**src/hw/rtl/rrq_pkg.sv**
```systemverilog
package rrq_pkg;

    localparam int RRQ_DEPTH     = 16;
    localparam int RRQ_TASK_BITS = 32;
    localparam int CAP_W         = 5;
    localparam int ACTION_W      = 3;
    localparam int SLOT_W        = 4;
    localparam int TOKEN_W       = 32;
    localparam int STATUS_W      = 3;
    localparam int OCC_W         = 5;
    localparam int CAP_RESET     = 16;

    typedef enum logic [ACTION_W-1:0] {
        ACT_RESERVE = 3'd0,
        ACT_COMMIT  = 3'd1,
        ACT_CANCEL  = 3'd2,
        ACT_TAKE    = 3'd3,
        ACT_STOP    = 3'd4
    } t_action;

    typedef enum logic [STATUS_W-1:0] {
        ST_OK          = 3'd0,
        ST_UNAVAILABLE = 3'd1,
        ST_FULL        = 3'd2,
        ST_NOT_READY   = 3'd3,
        ST_DRAINED     = 3'd4
    } t_status;

    typedef enum logic [1:0] {
        MODE_EMPTY    = 2'd0,
        MODE_RESERVED = 2'd1,
        MODE_READY    = 2'd2,
        MODE_CANCELED = 2'd3
    } t_mode;

    typedef struct packed {
        logic [ACTION_W-1:0] action;
        logic [SLOT_W-1:0]   slot;
        logic                task_valid;
        logic [TOKEN_W-1:0]  task_token;
    } t_in_item;

    typedef struct packed {
        logic [STATUS_W-1:0] status;
        logic [SLOT_W-1:0]   slot_out;
        logic [TOKEN_W-1:0]  task_out;
        logic [OCC_W-1:0]    occupancy;
    } t_out_item;

    typedef logic [CAP_W-1:0] t_cap;

    function automatic int f_idx_bits(input int n);
        return (n > 1) ? $clog2(n) : 1;
    endfunction

endpackage

```
**src/hw/rtl/rrq_chan_if.sv**
```systemverilog
interface rrq_chan_if #(
    parameter type T = logic
);
    logic valid;
    logic ready;
    T     payload;

    modport source (output valid, output payload, input ready);
    modport sink (input valid, input payload, output ready);
endinterface

```
**src/hw/rtl/rrq_ram.sv**
```systemverilog
module rrq_ram
    import rrq_pkg::*;
#(
    parameter int WIDTH = 8,
    parameter int DEPTH = RRQ_DEPTH
) (
    input  logic                          i_clk,
    input  logic                          i_wr_en,
    input  logic [f_idx_bits(DEPTH)-1:0]  i_wr_addr,
    input  logic [WIDTH-1:0]              i_wr_data,
    input  logic [f_idx_bits(DEPTH)-1:0]  i_rd_addr,
    output logic [WIDTH-1:0]              o_rd_data
);
    logic [WIDTH-1:0] r_mem [DEPTH];
    logic [WIDTH-1:0] r_rd_data;

    always_ff @(posedge i_clk) begin
        if (i_wr_en) begin
            r_mem[i_wr_addr] <= i_wr_data;
        end
        r_rd_data <= r_mem[i_rd_addr];
    end

    assign o_rd_data = r_rd_data;
endmodule

```
**src/hw/rtl/reservation_ring_queue.sv**
```systemverilog
// Reservation ring queue: a ring of slots that are reserved at the tail, committed with a task
// token or canceled in any order, and handed out strictly in order from the head. Each
// transaction on the input channel yields exactly one result transaction unless a capacity write
// arrives while it is in progress. A reserve, commit or cancel passes through the dispatch, execute
// and done states and accepts the next transaction only after its result is presented; a reserve
// refused for stopping or a full ring, a commit or cancel naming a slot outside the capacity, and
// an unknown action go from dispatch straight to done. A cancel or a commit that cancels then walks
// the retirement from the head, and a take walks it over canceled head slots; a take that finds the
// ring empty ends its walk at once. Retirement reads and rewrites the slot-mode memory one entry at
// a time. A stop visits every slot within the capacity, canceling each reserved one, then runs the
// retirement walk. A result that waits at the output holds the block until it is taken. After reset
// and after every capacity write, the slot-mode memory is cleared entry by entry, during which no
// input transaction is accepted. A capacity of zero behaves as one and a capacity above DEPTH
// behaves as DEPTH; writing the capacity empties the ring but keeps the stopping state.
module reservation_ring_queue
    import rrq_pkg::*;
#(
    parameter int DEPTH     = RRQ_DEPTH,
    parameter int TASK_BITS = RRQ_TASK_BITS
) (
    input  logic       i_clk,
    input  logic       i_rst_n,
    rrq_chan_if.sink   i_in,
    rrq_chan_if.source o_out,
    rrq_chan_if.sink   i_cfg
);
    localparam int IDX_W = f_idx_bits(DEPTH);
    localparam int CNT_W = $clog2(DEPTH + 1);

    typedef enum logic [8:0] {
        S_CLEAR    = 9'b000000001,
        S_IDLE     = 9'b000000010,
        S_DISPATCH = 9'b000000100,
        S_EXEC     = 9'b000001000,
        S_STOP_RD  = 9'b000010000,
        S_STOP_CHK = 9'b000100000,
        S_RET_RD   = 9'b001000000,
        S_RET_CHK  = 9'b010000000,
        S_DONE     = 9'b100000000
    } t_state;

    t_state                r_state, n_state;
    t_in_item              r_item, n_item;
    logic [IDX_W-1:0]      r_idx, n_idx;
    logic [IDX_W-1:0]      r_head, n_head;
    logic [CNT_W-1:0]      r_held, n_held;
    logic                  r_stop, n_stop;
    t_cap                  r_cap, n_cap;
    t_status               r_status, n_status;
    logic [SLOT_W-1:0]     r_slot_out, n_slot_out;
    logic [TOKEN_W-1:0]    r_task_out, n_task_out;
    logic                  r_out_valid, n_out_valid;
    t_out_item             r_out, n_out;

    logic [CNT_W-1:0]      eff_cap;
    logic [CNT_W:0]        tail_sum;
    logic [IDX_W-1:0]      tail;
    logic [CNT_W-1:0]      head_inc;
    logic [IDX_W-1:0]      head_next;
    logic [CNT_W-1:0]      idx_inc;
    logic                  slot_ok;
    logic                  in_fire;
    logic                  cfg_fire;

    logic                  mode_we;
    logic [IDX_W-1:0]      mode_waddr;
    t_mode                 mode_wdata;
    logic [IDX_W-1:0]      rd_addr;
    logic [1:0]            mode_rd;
    t_mode                 mode_q;
    logic                  task_we;
    logic [TASK_BITS-1:0]  task_wdata;
    logic [TASK_BITS-1:0]  task_rd;

    rrq_ram #(
        .WIDTH (2),
        .DEPTH (DEPTH)
    ) u_mode_ram (
        .i_clk     (i_clk),
        .i_wr_en   (mode_we),
        .i_wr_addr (mode_waddr),
        .i_wr_data (mode_wdata),
        .i_rd_addr (rd_addr),
        .o_rd_data (mode_rd)
    );

    rrq_ram #(
        .WIDTH (TASK_BITS),
        .DEPTH (DEPTH)
    ) u_task_ram (
        .i_clk     (i_clk),
        .i_wr_en   (task_we),
        .i_wr_addr (r_idx),
        .i_wr_data (task_wdata),
        .i_rd_addr (rd_addr),
        .o_rd_data (task_rd)
    );

    assign mode_q     = t_mode'(mode_rd);
    assign task_wdata = TASK_BITS'(r_item.task_token);

    always_comb begin
        if (r_cap == '0) begin
            eff_cap = CNT_W'(1);
        end else if (32'(r_cap) > DEPTH) begin
            eff_cap = CNT_W'(DEPTH);
        end else begin
            eff_cap = CNT_W'(r_cap);
        end
    end

    always_comb begin
        tail_sum = (CNT_W+1)'(r_head) + (CNT_W+1)'(r_held);
        if (tail_sum >= (CNT_W+1)'(eff_cap)) begin
            tail = IDX_W'(tail_sum - (CNT_W+1)'(eff_cap));
        end else begin
            tail = IDX_W'(tail_sum);
        end
        head_inc  = CNT_W'(r_head) + CNT_W'(1);
        head_next = (head_inc >= eff_cap) ? '0 : IDX_W'(head_inc);
        idx_inc   = CNT_W'(r_idx) + CNT_W'(1);
        slot_ok   = 32'(r_item.slot) < 32'(eff_cap);
    end

    assign cfg_fire    = i_cfg.valid;
    assign i_cfg.ready = 1'b1;
    assign i_in.ready  = (r_state == S_IDLE) && !i_cfg.valid;
    assign in_fire     = i_in.valid && i_in.ready;
    assign o_out.valid   = r_out_valid;
    assign o_out.payload = r_out;

    always_comb begin
        n_state     = r_state;
        n_item      = r_item;
        n_idx       = r_idx;
        n_head      = r_head;
        n_held      = r_held;
        n_stop      = r_stop;
        n_cap       = r_cap;
        n_status    = r_status;
        n_slot_out  = r_slot_out;
        n_task_out  = r_task_out;
        n_out_valid = r_out_valid && !o_out.ready;
        n_out       = r_out;
        mode_we     = 1'b0;
        mode_waddr  = r_idx;
        mode_wdata  = MODE_EMPTY;
        task_we     = 1'b0;
        rd_addr     = r_head;

        unique case (r_state)
            S_CLEAR: begin
                mode_we = 1'b1;
                if (r_idx == IDX_W'(DEPTH - 1)) begin
                    n_idx   = '0;
                    n_state = S_IDLE;
                end else begin
                    n_idx = r_idx + IDX_W'(1);
                end
            end
            S_IDLE: begin
                if (in_fire) begin
                    n_item  = i_in.payload;
                    n_state = S_DISPATCH;
                end
            end
            S_DISPATCH: begin
                n_status   = ST_UNAVAILABLE;
                n_slot_out = '0;
                n_task_out = '0;
                n_state    = S_DONE;
                unique case (r_item.action)
                    ACT_RESERVE: begin
                        rd_addr = tail;
                        n_idx   = tail;
                        if (r_stop) begin
                            n_status = ST_UNAVAILABLE;
                        end else if (r_held >= eff_cap) begin
                            n_status = ST_FULL;
                        end else begin
                            n_state = S_EXEC;
                        end
                    end
                    ACT_COMMIT, ACT_CANCEL: begin
                        rd_addr = IDX_W'(r_item.slot);
                        n_idx   = IDX_W'(r_item.slot);
                        if (slot_ok) begin
                            n_state = S_EXEC;
                        end
                    end
                    ACT_TAKE: begin
                        n_state = S_RET_RD;
                    end
                    ACT_STOP: begin
                        n_stop   = 1'b1;
                        n_status = ST_OK;
                        n_idx    = '0;
                        n_state  = S_STOP_RD;
                    end
                    default: begin
                        n_state = S_DONE;
                    end
                endcase
            end
            S_EXEC: begin
                n_state = S_DONE;
                if (r_item.action == ACT_RESERVE) begin
                    if (mode_q == MODE_EMPTY) begin
                        mode_we    = 1'b1;
                        mode_wdata = MODE_RESERVED;
                        n_held     = r_held + CNT_W'(1);
                        n_slot_out = SLOT_W'(r_idx);
                        n_status   = ST_OK;
                    end
                end else if (mode_q == MODE_RESERVED) begin
                    if (r_item.action == ACT_COMMIT && !r_stop && r_item.task_valid) begin
                        mode_we    = 1'b1;
                        mode_wdata = MODE_READY;
                        task_we    = 1'b1;
                        n_status   = ST_OK;
                    end else begin
                        mode_we    = 1'b1;
                        mode_wdata = MODE_CANCELED;
                        if (r_item.action == ACT_CANCEL) begin
                            n_status = ST_OK;
                        end
                        n_state = S_RET_RD;
                    end
                end
            end
            S_STOP_RD: begin
                rd_addr = r_idx;
                n_state = S_STOP_CHK;
            end
            S_STOP_CHK: begin
                if (mode_q == MODE_RESERVED) begin
                    mode_we    = 1'b1;
                    mode_wdata = MODE_CANCELED;
                end
                if (idx_inc >= eff_cap) begin
                    n_state = S_RET_RD;
                end else begin
                    n_idx   = IDX_W'(idx_inc);
                    n_state = S_STOP_RD;
                end
            end
            S_RET_RD: begin
                rd_addr = r_head;
                if (r_held == '0) begin
                    if (r_item.action == ACT_TAKE) begin
                        n_status = r_stop ? ST_DRAINED : ST_NOT_READY;
                    end
                    n_state = S_DONE;
                end else begin
                    n_state = S_RET_CHK;
                end
            end
            S_RET_CHK: begin
                mode_waddr = r_head;
                if (mode_q == MODE_CANCELED) begin
                    mode_we    = 1'b1;
                    mode_wdata = MODE_EMPTY;
                    n_head     = head_next;
                    n_held     = r_held - CNT_W'(1);
                    n_state    = S_RET_RD;
                end else begin
                    n_state = S_DONE;
                    if (r_item.action == ACT_TAKE) begin
                        if (mode_q == MODE_READY) begin
                            mode_we    = 1'b1;
                            mode_wdata = MODE_EMPTY;
                            n_head     = head_next;
                            n_held     = r_held - CNT_W'(1);
                            n_task_out = TOKEN_W'(task_rd);
                            n_status   = ST_OK;
                        end else begin
                            n_status = ST_NOT_READY;
                        end
                    end
                end
            end
            S_DONE: begin
                if (!r_out_valid || o_out.ready) begin
                    n_out_valid     = 1'b1;
                    n_out.status    = r_status;
                    n_out.slot_out  = r_slot_out;
                    n_out.task_out  = r_task_out;
                    n_out.occupancy = OCC_W'(r_held);
                    n_state         = S_IDLE;
                end
            end
            default: begin
                n_state = S_CLEAR;
                n_idx   = '0;
            end
        endcase

        if (cfg_fire) begin
            n_cap   = i_cfg.payload;
            n_head  = '0;
            n_held  = '0;
            n_idx   = '0;
            n_state = S_CLEAR;
        end
    end

    always_ff @(posedge i_clk) begin
        if (!i_rst_n) begin
            r_state     <= S_CLEAR;
            r_idx       <= '0;
            r_head      <= '0;
            r_held      <= '0;
            r_stop      <= 1'b0;
            r_cap       <= CAP_W'(CAP_RESET);
            r_out_valid <= 1'b0;
        end else begin
            r_state     <= n_state;
            r_idx       <= n_idx;
            r_head      <= n_head;
            r_held      <= n_held;
            r_stop      <= n_stop;
            r_cap       <= n_cap;
            r_out_valid <= n_out_valid;
        end
    end

    always_ff @(posedge i_clk) begin
        r_item     <= n_item;
        r_status   <= n_status;
        r_slot_out <= n_slot_out;
        r_task_out <= n_task_out;
        r_out      <= n_out;
    end

`ifndef SYNTHESIS
    a_held_within_cap: assert property (@(posedge i_clk) disable iff (!i_rst_n)
        r_held <= eff_cap)
        else $error("held count exceeds the ring capacity");

    a_head_within_cap: assert property (@(posedge i_clk) disable iff (!i_rst_n)
        CNT_W'(r_head) < eff_cap)
        else $error("head index outside the ring");

    a_result_from_done: assert property (@(posedge i_clk) disable iff (!i_rst_n)
        $rose(r_out_valid) |-> $past(r_state == S_DONE))
        else $error("result presented without a finished transaction");

    a_no_accept_while_busy: assert property (@(posedge i_clk) disable iff (!i_rst_n)
        in_fire |=> (r_state == S_DISPATCH) || (r_state == S_CLEAR))
        else $error("input transaction accepted outside the idle state");
`endif
endmodule
```
**src/flat_wrapper.sv**
```systemverilog
// flat-port wrapper written by rule: the top's interface ports become plain ports
module reservation_ring_queue_flat import rrq_pkg::*;
#(
    parameter int DEPTH     = RRQ_DEPTH,
    parameter int TASK_BITS = RRQ_TASK_BITS
)
  (i_clk, i_rst_n, i_in_valid, i_in_payload, i_in_ready, o_out_valid, o_out_payload, o_out_ready, i_cfg_valid, i_cfg_payload, i_cfg_ready);
  rrq_chan_if i_in_i ();
  rrq_chan_if o_out_i ();
  rrq_chan_if i_cfg_i ();
  input  logic i_clk;
  input  logic i_rst_n;
  input wire logic [$bits(i_in_i.valid)-1:0] i_in_valid;
  input wire logic [$bits(i_in_i.payload)-1:0] i_in_payload;
  output wire logic [$bits(i_in_i.ready)-1:0] i_in_ready;
  output wire logic [$bits(o_out_i.valid)-1:0] o_out_valid;
  output wire logic [$bits(o_out_i.payload)-1:0] o_out_payload;
  input wire logic [$bits(o_out_i.ready)-1:0] o_out_ready;
  input wire logic [$bits(i_cfg_i.valid)-1:0] i_cfg_valid;
  input wire logic [$bits(i_cfg_i.payload)-1:0] i_cfg_payload;
  output wire logic [$bits(i_cfg_i.ready)-1:0] i_cfg_ready;
  assign i_in_i.valid = i_in_valid;
  assign i_in_i.payload = i_in_payload;
  assign i_in_ready = i_in_i.ready;
  assign o_out_valid = o_out_i.valid;
  assign o_out_payload = o_out_i.payload;
  assign o_out_i.ready = o_out_ready;
  assign i_cfg_i.valid = i_cfg_valid;
  assign i_cfg_i.payload = i_cfg_payload;
  assign i_cfg_ready = i_cfg_i.ready;
  reservation_ring_queue #(.DEPTH(DEPTH), .TASK_BITS(TASK_BITS)) u_core (.i_clk(i_clk), .i_rst_n(i_rst_n), .i_in(i_in_i), .o_out(o_out_i), .i_cfg(i_cfg_i));
endmodule
```
**config.mk**
```make
export PLATFORM = sky130hd
export DESIGN_NAME = reservation_ring_queue_flat
export DESIGN_NICKNAME = d
export VERILOG_FILES = /design/src/hw/rtl/rrq_pkg.sv /design/src/hw/rtl/rrq_chan_if.sv /design/src/hw/rtl/rrq_ram.sv /design/src/hw/rtl/reservation_ring_queue.sv /design/src/flat_wrapper.sv
export SDC_FILE = /design/constraint.sdc
export NUM_CORES = 1
export LEC_CHECK = 0
export BUFFER_PORTS_ARGS = -buffer_cell sky130_fd_sc_hd__buf_4
export CELL_PAD_IN_SITES_DETAIL_PLACEMENT = 1
export CELL_PAD_IN_SITES_GLOBAL_PLACEMENT = 1
export CORE_UTILIZATION = 30
export DETAILED_ROUTE_END_ITERATION = 12
export MAX_ROUTING_LAYER = met4
export PLACE_DENSITY_LB_ADDON = 0.15
export SETUP_SLACK_MARGIN = 0.2
export SYNTH_ARGS = -nofsm -noshare
export SYNTH_HDL_FRONTEND = slang
export SYNTH_HIERARCHICAL = 1
export SYNTH_SLANG_ARGS = --single-unit
export TNS_END_PERCENT = 30
```
**constraint.sdc**
```tcl
create_clock -name i_clk -period 3.3 [get_ports i_clk]
set_input_delay 0.165 -clock i_clk [delete_from_list [all_inputs] [get_ports i_clk]]
set_output_delay 0.165 -clock i_clk [all_outputs]
set_load 0.1 [all_outputs]
```
==> flow_summary.ini <==
[synthesis]
synth-xor-area-share_pct = 3.506
synth_compound_area_share_pct = 13.20
ys_warn_count = 6
synth-edff-count = 33
synthMuxAreaShare_pct = 7.084
synth_cell_types = 63
avgSynthCellArea_um2 = 10.23
synth_top_area_share_pct = 28.34
async_flop_share_pct = 0
syn-num-nets = 369
ys_top_cells_by_area = edfxtp_1 28%, dfxtp_1 15%, ha_1 6.4%
yosysTopAreaCell = edfxtp_1
synth_top_family_by_area = simple AND/OR/NAND/NOR gates
syn_inst = 342
ys_ff_latch = 59
seq_area_frac_synth_pct = 43.22
synthFlopType = edfxtp_1
synth_area_um2 = 3497
synthSimpleGateAreaFrac_pct = 22.47
synthAdderAreaFrac_pct = 7.585

[power_and_ir_drop]
pwr_density_cell_nw_per_um2 = 430.0
p_leak_nw = 1.682
vdd_drop_max_v = 0.0001766
power_mw = 1.848

[critical_path]
slowest_stage = mux4_2
required_ns = 3.51
end_kind = flip-flop
crit_chain = ha_4, fa_2, a21o_1, a21oi_2, xnor2_1, ha_1, a21oi_1, nand3_2, o21a_1, a31oi_1, nand2_1, buf_6, mux4_2, a22oi_2, nand3_1
cpPeakStageDelay_ns = 0.43
critPathKind = reg -> reg
cp.arrival_ns = 3.50
cp-start-kind = flip-flop
crit_family = compound AO/OA/AOI/OAI gates
cp_max_fo = 8
cp_num_buf_inv = 1

[routing]
route.detailed.drc = 0
firstDrtPassIters = 4
via_per_inst = 5.256
antenna_left = 0
routed_wl_mm = 9.573
wire_per_inst_um = 18.03
via_count = 2791
drt_iter0_markers = 146

[cts]
clockBufferDepth = 2
ctsHtreeMaxLevel = 3
clk_latency_ns = 0.33
cts_tree = done
ctsHoldBuffers = 0
clk_pin_slew_ns = 0.05
clk_root_buffer_cell = clkbuf_16
clkSinkCount = 59
cts_buffers = 9

[layout]
filler_cell_count = 1304
layout.nets = 410
diodes = 0
drive_gt1_share_pct = 21.13
layoutNonFillerInstCount = 531
area_growth_pct = 22.90

[sta]
setup_tns_ns = 0
finClkSkew_ns = 0.004998
finalWorstSetupSlack_ns = 0.01021
hold_viol_final = 0
fin_crit_sh_pct = 99.69
max_freq_ghz = 0.3040
setup_viol = 0
maxSlewHeadroom_pct = 54.41
timing.hold.ws_ns = 0.04861
worst_pin_slew_ns = 0.6821
min_period_ns = 3.290
rsz0062_at_grt = yes
drv_slew = 0

[floorplanning]
die_y_um = 110.0
start_util_pct = 30.76
pin_count = 11
rows = 39
die_area_um2 = 12090
die_width_um = 110.0
core_region_area_um2 = 11370

[global_routing]
grt_antenna_before_repair = 0
grt_max_degree = 17
grt_pass1_wl_mm = 15.02
grt-ovfl-total = 0
grt_pass1_vias = 2741
grt_util_all_layers_pct = 17.58

[run_status]
status = completed

[placed_design]
numPortBuffers = 7
pre_cts_ws_ns = -0.08180
dp_cells = 512
gp_congestion = 0.8004
hpwl_mm = 7.177

[worst_hold_path]
holdCritPathClass = in -> reg

[flow_run]
maxCapViolations = 0
==> flip-flops by register name, summed over array words and instances (netlist names) <==
| register | cells |
|---|---|
| u_core/r_state | 9 |
| u_core/r_head | 4 |
| u_core/u_mode_ram/r_mem | 32 |
| u_core/o_out.payload | 1 |
| u_core/u_mode_ram/o_rd_data | 2 |
| u_core/o_out.valid | 1 |
| u_core/r_idx | 4 |
| u_core/r_cap | 1 |
| u_core/r_held | 5 |
==> where the power goes <==
group	total (mW)	switching, mW	internal (mW)
clock network	0.993	0.335	0.658
registers	0.784	0.00784	0.776
logic	0.0713	0.0425	0.0288
total	1.85	0.385	1.46
==> cell usage in the layout, fill, tap and decap left out, types with 6 or more instances in the layout <==
cell	count
a21oi_1	18
inv_1	13
clkbuf_16	9
nor2_1	39
o21ai_0	7
nand2_1	30
a21o_1	7
edfxtp_1	33
ha_1	17
nor3_1	9
nand3_1	17
dfxtp_1	24
xor2_1	6
buf_4	37
o21a_1	6
nor2b_1	6
nand2b_1	6
xnor2_1	8
==> worst paths after layout <==
kind / from / to / slack, ns / cells past startpoint
max: u_core/r_head[0] / u_core/u_mode_ram/o_rd_data[1] / 0.01 / 15
min: i_cfg_valid / u_core/r_cap[4] / 0.05 / 2
max reg2reg: u_core/r_head[0] / u_core/u_mode_ram/o_rd_data[1] / 0.01 / 15
min reg2reg: u_core/r_held[2] / u_core/r_held[2] / 0.57 / 2
==> cell families after synthesis <==
logic type / Yosys count
and+or+nand+nor: 146
other: 1
adders and majority gates: 20
xor gates and xnor gates: 14
buffers and inverters: 22
AOI/OAI and AO/OA: 67
DFF: 59
muxes: 13
==> routing by layer <==
layer | vias to the layer above | routed length (um) | share of wire, % | GRT usage [%]
li1 | 1358 | - | - | -
met1 | 1402 | 4841 | 51 | 23.65
met2 | 22 | 4350 | 45 | 26.03
met3 | 9 | 249 | 2.6 | 3.794
met4 | 0 | 132 | 1.4 | 6.095
met5 | - | 0 | 0 | -
==> timing repair <==
item	CTS	global route
gates resized for setup	5	5
pin swaps	4	4
buffers inserted	2	1
setup endpoints to repair	2	2
==> cells in the mapped netlist, types with 7 or more instances <==
library cell,count
inv_1,13
nand3_1,18
o21ai_0,8
a21oi_1,19
edfxtp_1,33
nand2_1,31
xnor2_1,8
nor3_1,9
a21o_1,7
ha_1,18
nor2_1,40
dfxtp_1,26
==> worst reg2reg max path: stages, from the launching register on <==
cell     delay [ns]
dfxtp_4        0.35
ha_4           0.16
fa_2           0.36
a21o_1         0.17
a21oi_2        0.13
xnor2_1        0.08
ha_1           0.19
a21oi_1        0.25
nand3_2        0.15
o21a_1         0.20
a31oi_1        0.18
nand2_1        0.10
buf_6          0.16
mux4_2         0.44
a22oi_2        0.17
nand3_1        0.08
==> stage by stage <==
stage,util (%),area [um2]
final,37.80,4298
after global routing,37.80,4298
after detailed placement,34.51,3924
after CTS,37.57,4272
after global placement,34.51,3924
after floorplan,-,3526
==> layout make-up <==
cell class / instances / area (um2) / area share (%)
timing repair buffer: 38 / 289.0 / 6.725
multi-input combinational: 261 / 1948 / 45.33
sequential: 59 / 1516 / 35.28
inverter: 14 / 55.05 / 1.281
clock inverter: 5 / 77.57 / 1.805
tap: 143 / 178.9 / 4.163
clock buffer: 11 / 232.7 / 5.415
Note: power is estimated with default switching activity, not from simulation.
